File: config.mk
export PLATFORM = sky130hd
export DESIGN_NAME = sorted_key_position_index
export DESIGN_NICKNAME = d
export VERILOG_FILES = /design/src/hdl/skpi_pkg.sv /design/src/hdl/skpi_mem.sv /design/src/hdl/sorted_key_position_index.sv
export VERILOG_INCLUDE_DIRS = /design/src /design/src/hdl
export SDC_FILE = /design/constraint.sdc
export NUM_CORES = 2
export LEC_CHECK = 0
export BUFFER_PORTS_ARGS = -buffer_cell sky130_fd_sc_hd__buf_4
export CAP_MARGIN = 20
export CORE_ASPECT_RATIO = 1.5
export CORE_MARGIN = 1
export CORE_UTILIZATION = 47
export DETAILED_ROUTE_END_ITERATION = 6
export PLACE_DENSITY = 0.6
export REMOVE_ABC_BUFFERS = 1
export SLEW_MARGIN = 5
export SYNTH_ARGS = -nofsm -noshare
export SYNTH_HDL_FRONTEND = slang
export SYNTH_SLANG_ARGS = --single-unit
export TNS_END_PERCENT = 20
File: constraint.sdc
create_clock -name clk_i -period 15.35 [get_ports clk_i]
set_clock_uncertainty 0.2 [all_clocks]
set_input_delay 0.7675 -clock clk_i [delete_from_list [all_inputs] [get_ports clk_i]]
set_output_delay 0.7675 -clock clk_i [all_outputs]
set_load 0.005 [all_outputs]
File: src/hdl/assert_macros.svh
// Assertion helpers, clocked on clk_i.
`ifndef ASSERT_MACROS_SVH
`define ASSERT_MACROS_SVH

// Checked outside reset only.
`define SKPI_ASSERT(lbl, prop, msg) \
  lbl: assert property (@(posedge clk_i) disable iff (!rst_ni) (prop)) else $error(msg);

// Checked at every rising edge, reset included.
`define SKPI_ASSERT_ALWAYS(lbl, prop, msg) \
  lbl: assert property (@(posedge clk_i) (prop)) else $error(msg);

`endif

File: src/hdl/skpi_pkg.sv
package skpi_pkg;

  typedef enum logic [1:0] {
    KIND_INSERT = 2'd0,
    KIND_LOOKUP = 2'd1,
    KIND_REMOVE = 2'd2,
    KIND_CLEAR  = 2'd3
  } kind_e;

  typedef enum logic [1:0] {
    STAT_OK   = 2'd0,
    STAT_MISS = 2'd1,
    STAT_FULL = 2'd2
  } status_e;

  typedef struct packed {
    kind_e       kind;
    logic [30:0] key;
    logic [30:0] record_position;
  } req_t;

  typedef struct packed {
    status_e     status;
    logic [30:0] found_position;
    logic [4:0]  entry_count;
  } rsp_t;

  typedef struct packed {
    logic [30:0] key;
    logic [30:0] pos;
  } entry_t;

endpackage

File: src/hdl/skpi_mem.sv
module skpi_mem #(
  parameter int Depth = 16
) (
  input  logic                     clk_i,
  input  logic                     we_i,
  input  logic [$clog2(Depth)-1:0] waddr_i,
  input  skpi_pkg::entry_t         wdata_i,
  input  logic [$clog2(Depth)-1:0] raddr_i,
  output skpi_pkg::entry_t         rdata_o
);

  skpi_pkg::entry_t mem_q [Depth];
  skpi_pkg::entry_t rdata_q;

  always_ff @(posedge clk_i) begin
    if (we_i) begin
      mem_q[waddr_i] <= wdata_i;
    end
    rdata_q <= mem_q[raddr_i];
  end

  assign rdata_o = rdata_q;

endmodule

File: src/hdl/sorted_key_position_index.sv
// channel | direction | handshake                | payload
// --------+-----------+--------------------------+-------------------------
// in      | input     | in_valid_i / in_stall_o  | in_data_i  (skpi_pkg::req_t)
// out     | output    | out_valid_o / out_stall_i| out_data_o (skpi_pkg::rsp_t)
//
// One request at a time; the table walk reads one memory entry per cycle.
// Insert walks down from the last entry; a full table gets no walk.
// Lookup and remove walk up from entry 0; lookup stops on a hit.
// Reset clears the entry count, state and output valid; memory contents need no clearing pass.
// A new request is taken while the previous result waits on out_stall_i.
`include "assert_macros.svh"

module sorted_key_position_index #(
  parameter int CAPACITY = 16
) (
  input  logic            clk_i,
  input  logic            rst_ni,
  input  logic            in_valid_i,
  output logic            in_stall_o,
  input  skpi_pkg::req_t  in_data_i,
  output logic            out_valid_o,
  input  logic            out_stall_i,
  output skpi_pkg::rsp_t  out_data_o
);

  localparam int AW = $clog2(CAPACITY);
  localparam int CW = $clog2(CAPACITY + 1);

  typedef enum logic [4:0] {
    ST_IDLE = 5'b00001,
    ST_INS  = 5'b00010,
    ST_SCAN = 5'b00100,
    ST_PUT  = 5'b01000,
    ST_DONE = 5'b10000
  } state_e;

  state_e           state_q, state_d;
  logic [AW-1:0]    j_q, j_d;
  logic [AW-1:0]    put_q, put_d;
  logic [CW-1:0]    cnt_q, cnt_d;
  logic             found_q, found_d;
  skpi_pkg::req_t   req_q, req_d;
  skpi_pkg::rsp_t   res_q, res_d;
  skpi_pkg::rsp_t   out_q;
  logic             out_valid_q;

  logic             we;
  logic [AW-1:0]    wr_addr;
  skpi_pkg::entry_t wr_data;
  logic [AW-1:0]    rd_addr;
  skpi_pkg::entry_t rd_data;

  logic [CW-1:0]    cnt_m1;
  logic             last;
  logic             shift;
  logic             out_load;

  skpi_mem #(
    .Depth(CAPACITY)
  ) u_mem (
    .clk_i  (clk_i),
    .we_i   (we),
    .waddr_i(wr_addr),
    .wdata_i(wr_data),
    .raddr_i(rd_addr),
    .rdata_o(rd_data)
  );

  assign cnt_m1   = cnt_q - CW'(1);
  assign last     = (CW'(j_q) == cnt_m1);
  assign shift    = (j_q != '0) ? (rd_data.key >= req_q.key) : (rd_data.key > req_q.key);
  assign out_load = (state_q == ST_DONE) && (!out_valid_q || !out_stall_i);

  always_comb begin
    state_d = state_q;
    j_d     = j_q;
    put_d   = put_q;
    cnt_d   = cnt_q;
    found_d = found_q;
    req_d   = req_q;
    res_d   = res_q;
    we      = 1'b0;
    wr_addr = put_q;
    wr_data = '{key: req_q.key, pos: req_q.record_position};
    rd_addr = j_q;

    unique case (state_q)
      ST_IDLE: begin
        if (in_valid_i) begin
          req_d                = in_data_i;
          found_d              = 1'b0;
          res_d.status         = skpi_pkg::STAT_OK;
          res_d.found_position = '0;
          res_d.entry_count    = '0;
          unique case (in_data_i.kind) inside
            skpi_pkg::KIND_INSERT: begin
              if (cnt_q == CW'(CAPACITY)) begin
                res_d.status = skpi_pkg::STAT_FULL;
                state_d      = ST_DONE;
              end else if (cnt_q == '0) begin
                put_d   = '0;
                state_d = ST_PUT;
              end else begin
                j_d     = cnt_m1[AW-1:0];
                rd_addr = cnt_m1[AW-1:0];
                state_d = ST_INS;
              end
            end
            skpi_pkg::KIND_LOOKUP, skpi_pkg::KIND_REMOVE: begin
              if (cnt_q == '0) begin
                res_d.status = skpi_pkg::STAT_MISS;
                state_d      = ST_DONE;
              end else begin
                j_d     = '0;
                rd_addr = '0;
                state_d = ST_SCAN;
              end
            end
            skpi_pkg::KIND_CLEAR: begin
              cnt_d   = '0;
              state_d = ST_DONE;
            end
            default: begin
              state_d = ST_IDLE;
            end
          endcase
        end
      end
      ST_INS: begin
        rd_addr = j_q - AW'(1);
        if (shift) begin
          we      = 1'b1;
          wr_addr = j_q + AW'(1);
          wr_data = rd_data;
          if (j_q == '0) begin
            put_d   = '0;
            state_d = ST_PUT;
          end else begin
            j_d = j_q - AW'(1);
          end
        end else begin
          put_d   = j_q + AW'(1);
          state_d = ST_PUT;
        end
      end
      ST_PUT: begin
        we      = 1'b1;
        cnt_d   = cnt_q + CW'(1);
        state_d = ST_DONE;
      end
      ST_SCAN: begin
        rd_addr = j_q + AW'(1);
        j_d     = j_q + AW'(1);
        if (!found_q) begin
          if (rd_data.key == req_q.key) begin
            if (req_q.kind == skpi_pkg::KIND_LOOKUP) begin
              res_d.found_position = rd_data.pos;
              state_d              = ST_DONE;
            end else begin
              found_d = 1'b1;
              if (last) begin
                cnt_d   = cnt_m1;
                state_d = ST_DONE;
              end
            end
          end else if (last) begin
            res_d.status = skpi_pkg::STAT_MISS;
            state_d      = ST_DONE;
          end
        end else begin
          we      = 1'b1;
          wr_addr = j_q - AW'(1);
          wr_data = rd_data;
          if (last) begin
            cnt_d   = cnt_m1;
            state_d = ST_DONE;
          end
        end
      end
      ST_DONE: begin
        if (out_load) begin
          state_d = ST_IDLE;
        end
      end
      default: begin
        state_d = ST_IDLE;
      end
    endcase
  end

  always_ff @(posedge clk_i or negedge rst_ni) begin
    if (!rst_ni) begin
      state_q     <= ST_IDLE;
      cnt_q       <= '0;
      found_q     <= 1'b0;
      out_valid_q <= 1'b0;
    end else begin
      state_q <= state_d;
      cnt_q   <= cnt_d;
      found_q <= found_d;
      if (out_load) begin
        out_valid_q <= 1'b1;
      end else if (!out_stall_i) begin
        out_valid_q <= 1'b0;
      end
    end
  end

  always_ff @(posedge clk_i) begin
    j_q   <= j_d;
    put_q <= put_d;
    req_q <= req_d;
    res_q <= res_d;
    if (out_load) begin
      out_q <= '{status:         res_q.status,
                 found_position: res_q.found_position,
                 entry_count:    5'(cnt_q)};
    end
  end

  assign in_stall_o  = (state_q != ST_IDLE);
  assign out_valid_o = out_valid_q;
  assign out_data_o  = out_q;

  `SKPI_ASSERT(a_cnt_bound, cnt_q <= CW'(CAPACITY), "entry count above capacity")
  `SKPI_ASSERT(a_walk_in_range, (state_q == ST_INS || state_q == ST_SCAN) |-> (CW'(j_q) < cnt_q), "walk index past entry count")
  `SKPI_ASSERT(a_put_room, (state_q == ST_PUT) |-> (cnt_q < CW'(CAPACITY) && CW'(put_q) <= cnt_q), "insert write without room")

endmodule

==> results_dict.tcl <==
set metrics [dict create \
    grt_overflow_total 0 \
    whs_ps 41.6 \
    fin_setup_tns_ps 0 \
    drt-wirelength-per-cell_um 25.2 \
    slew_headroom_pct 22.7 \
    clkLatencyLatePin_ps 710 \
    cp_common_cell "buf_4" \
    cts_root_buf "clkbuf_16" \
    grt_pass1_vias 26100 \
    cp.arrival_ps 6430 \
    die_area_um2 103000 \
    die_h_um 393 \
    synth.avg_cell_area_um2 16.2 \
    min_path_type "in2reg" \
    hold_violations 0 \
    regToRegSetupSlack_ps 9050 \
    antenna_found_initial 0 \
    viasPerCell 5.81 \
    area_growth_pct 13.1 \
    final_layout_size_suffix_gt1_share_pct 15.4 \
    crit_start "req_q[61]$_DFFE_PP_" \
    portBuffers 107 \
    post_cts_resized 0 \
    cts_max_path_buffers 3 \
    post-route-min-period_ps 6300 \
    ys_ff_latch 1209 \
    crit_path_end_kind "register" \
    max_stage_delay_ps 810 \
    numCtsBuffers 111 \
    cp_slowest_cell "buf_4" \
    critPathKind "reg2reg" \
    seq_area_frac_synth_pct 74.5 \
    drt_iter0_markers 2252 \
    final_cell_mix "edfxtp_1, mux2i_1, nand2_1" \
    route.detailed.drc 0 \
    status "complete, no violations" \
    initial_core_util_pct 47.6 \
    final_common_cell "edfxtp_1" \
    crit_path_end "u_mem.mem_q[2][9]$_DFFE_PP_" \
    antenna_cells 0 \
    synth-edff-count 1135 \
    ys.flop_type "edfxtp_1" \
    worstReg2RegEnd "u_mem.mem_q[2][9]$_DFFE_PP_" \
    cts.sink_count 1209 \
    worstPathCellList "inv_1 > ha_1 > nand4_1 > and4bb_4 > and3_1 > a211o_1 > a2111oi_4 > o31ai_4 > buf_4 > buf_4 > o211ai_2 > and4b_4 > buf_4" \
    num_rows 142 \
    required_ps 15470 \
    fmax_mhz 159 \
    peakVddDrop_mv 0.185 \
    ys_async_sr_fraction_pct 0.993 \
    p_per_area_nw_per_um2 208 \
    cp_max_fo 50 \
    ios 108 \
    gp_congestion 0.812 \
    dp_hpwl_mm 57.6 \
    fin_crit_sh_pct 41.1 \
    vias 26000 \
    rsz0062_at_grt "no" \
    synth_cells 2956 \
    die_w_um 262 \
    core-area_um2 100000 \
    htreeDepth 3 \
    cts_tree "yes" \
    r2r-start "req_q[61]$_DFFE_PP_" \
    grt_pass1_wl_mm 168 \
    final_nets 3200 \
    yosys_warnings 0 \
    wl_mm 113 \
    whs_path_depth 1 \
    final_max_slew_viol_count 0 \
    yosysUniqueCellTypes 71 \
    cap_violations 0 \
    clkSlewWorstSetupHoldPaths_ps 60 \
    drtAntennaViolNets 0 \
    dr.pass1.iters 5 \
    p_leak_nw 18.9 \
    grt_max_degree 151 \
    grt_use_total_pct 22.0 \
    start_kind "register" \
    finalSetupViolations 0 \
    synth_area_um2 47800 \
    tightest_slew_ps 1160 \
    reg2reg_depth 13 \
]
## metrics by stage
| step | util, % | cell area (um2) | setup slack (ps) | total power, mW | std cells |
|---|---|---|---|---|---|
| after floorplan | - | 47000 | -14110 | 8.09 | 2771 |
| final | 53.9 | 54100 | 9050 | 11.2 | 4485 |
| after global routing | 53.9 | 54100 | 8780 | 11.8 | 4485 |
| after detailed placement | 50.0 | 50200 | 8990 | 8.54 | 4257 |
| after CTS | 53.8 | 54000 | 8940 | 11.3 | 4481 |
| after global placement | 49.9 | 50100 | 9110 | 8.45 | 4240 |
## logic make-up after synthesis
kind of cell | count (synthesis) | share of synthesized area, %
AND/OR/NAND/NOR | 576 | 5.81
multiplexers | 402 | 8.67
XOR/XNOR | 11 | 0.201
AO/OA/AOI/OAI | 494 | 7.74
flip-flops | 1209 | 74.5
buffers and inverters | 226 | 2.07
adder cells (fa/ha/maj) | 38 | 0.994
## flip-flops by register name, summed over array words and instances (netlist names)
register       count
cnt_q              5
state_q            5
j_q                4
u_mem.rdata_o     62
put_q              4
found_q            1
out_data_o        38
req_q             64
u_mem.mem_q      992
out_valid_o        1
res_q             33
## area by class of cell
class,count,area (um2)
Tap cell,1296,1620
Clock inverter,50,458
Multi-Input combinational cell,1521,11400
Timing Repair Buffer,210,1640
Clock buffer,158,3180
Fill cell,7841,46300
Inverter,41,154
Sequential cell,1209,35600
## report_power, final
part / internal, mW / switching, mW
combinational: 1.61 / 2.68
sequential: 4.08 / 0.117
clock: 1.56 / 1.19
## how the worst min path moves through the flow
stage	startpoint	endpoint
CTS	in_data_i[23]	req_q[23]$_DFFE_PP_
global placement	res_q[22]$_SDFFCE_PN0P_	out_data_o[22]$_DFFE_PP_
finish	in_data_i[19]	req_q[19]$_DFFE_PP_
detailed placement	res_q[20]$_SDFFCE_PN0P_	out_data_o[20]$_DFFE_PP_
floorplan	res_q[10]$_SDFFCE_PN0P_	out_data_o[10]$_DFFE_PP_
global route	in_data_i[11]	req_q[11]$_DFFE_PP_
## critical path: cells and delay by family, from the launching register on
family	cells	cell delay, ps
adder cells (fa/ha/maj)	1	290
AND/OR/NAND/NOR	4	1910
AO/OA/AOI/OAI	4	990
buffers and inverters	4	2130
flip-flops	1	320
## metal layers
layer | up-vias | routed length (um) | global-route usage, %
li1 | 11800 | - | -
met1 | 13300 | 48400 | 29.2
met2 | 742 | 56500 | 37.8
met3 | 176 | 5530 | 2.62
met4 | 0 | 2820 | 7.25
met5 | - | 0 | 0
## cell usage after synthesis (26+ instances only)
cell type / number / area (um2)
edfxtp_1: 1135 / 34100
mux2i_1: 308 / 3080
nand2_1: 307 / 1150
and2_1: 128 / 801
a211oi_1: 126 / 946
a31oi_1: 124 / 776
clkbuf_1: 95 / 357
mux2_2: 84 / 946
buf_2: 81 / 405
a221o_1: 63 / 631
o2bb2ai_1: 63 / 552
dfxtp_1: 62 / 1240
o21ai_0: 50 / 250
inv_1: 41 / 154
ha_1: 38 / 475
nor2_1: 34 / 128
and3_1: 33 / 206
a21oi_1: 26 / 130
## what timing repair did
action | in CTS | in global routing
hold buffers | 16 | 0
setup buffers | 0 | 0
endpoints found under the hold margin | 27 | 0
Note: power is estimated with default switching activity, not from simulation.
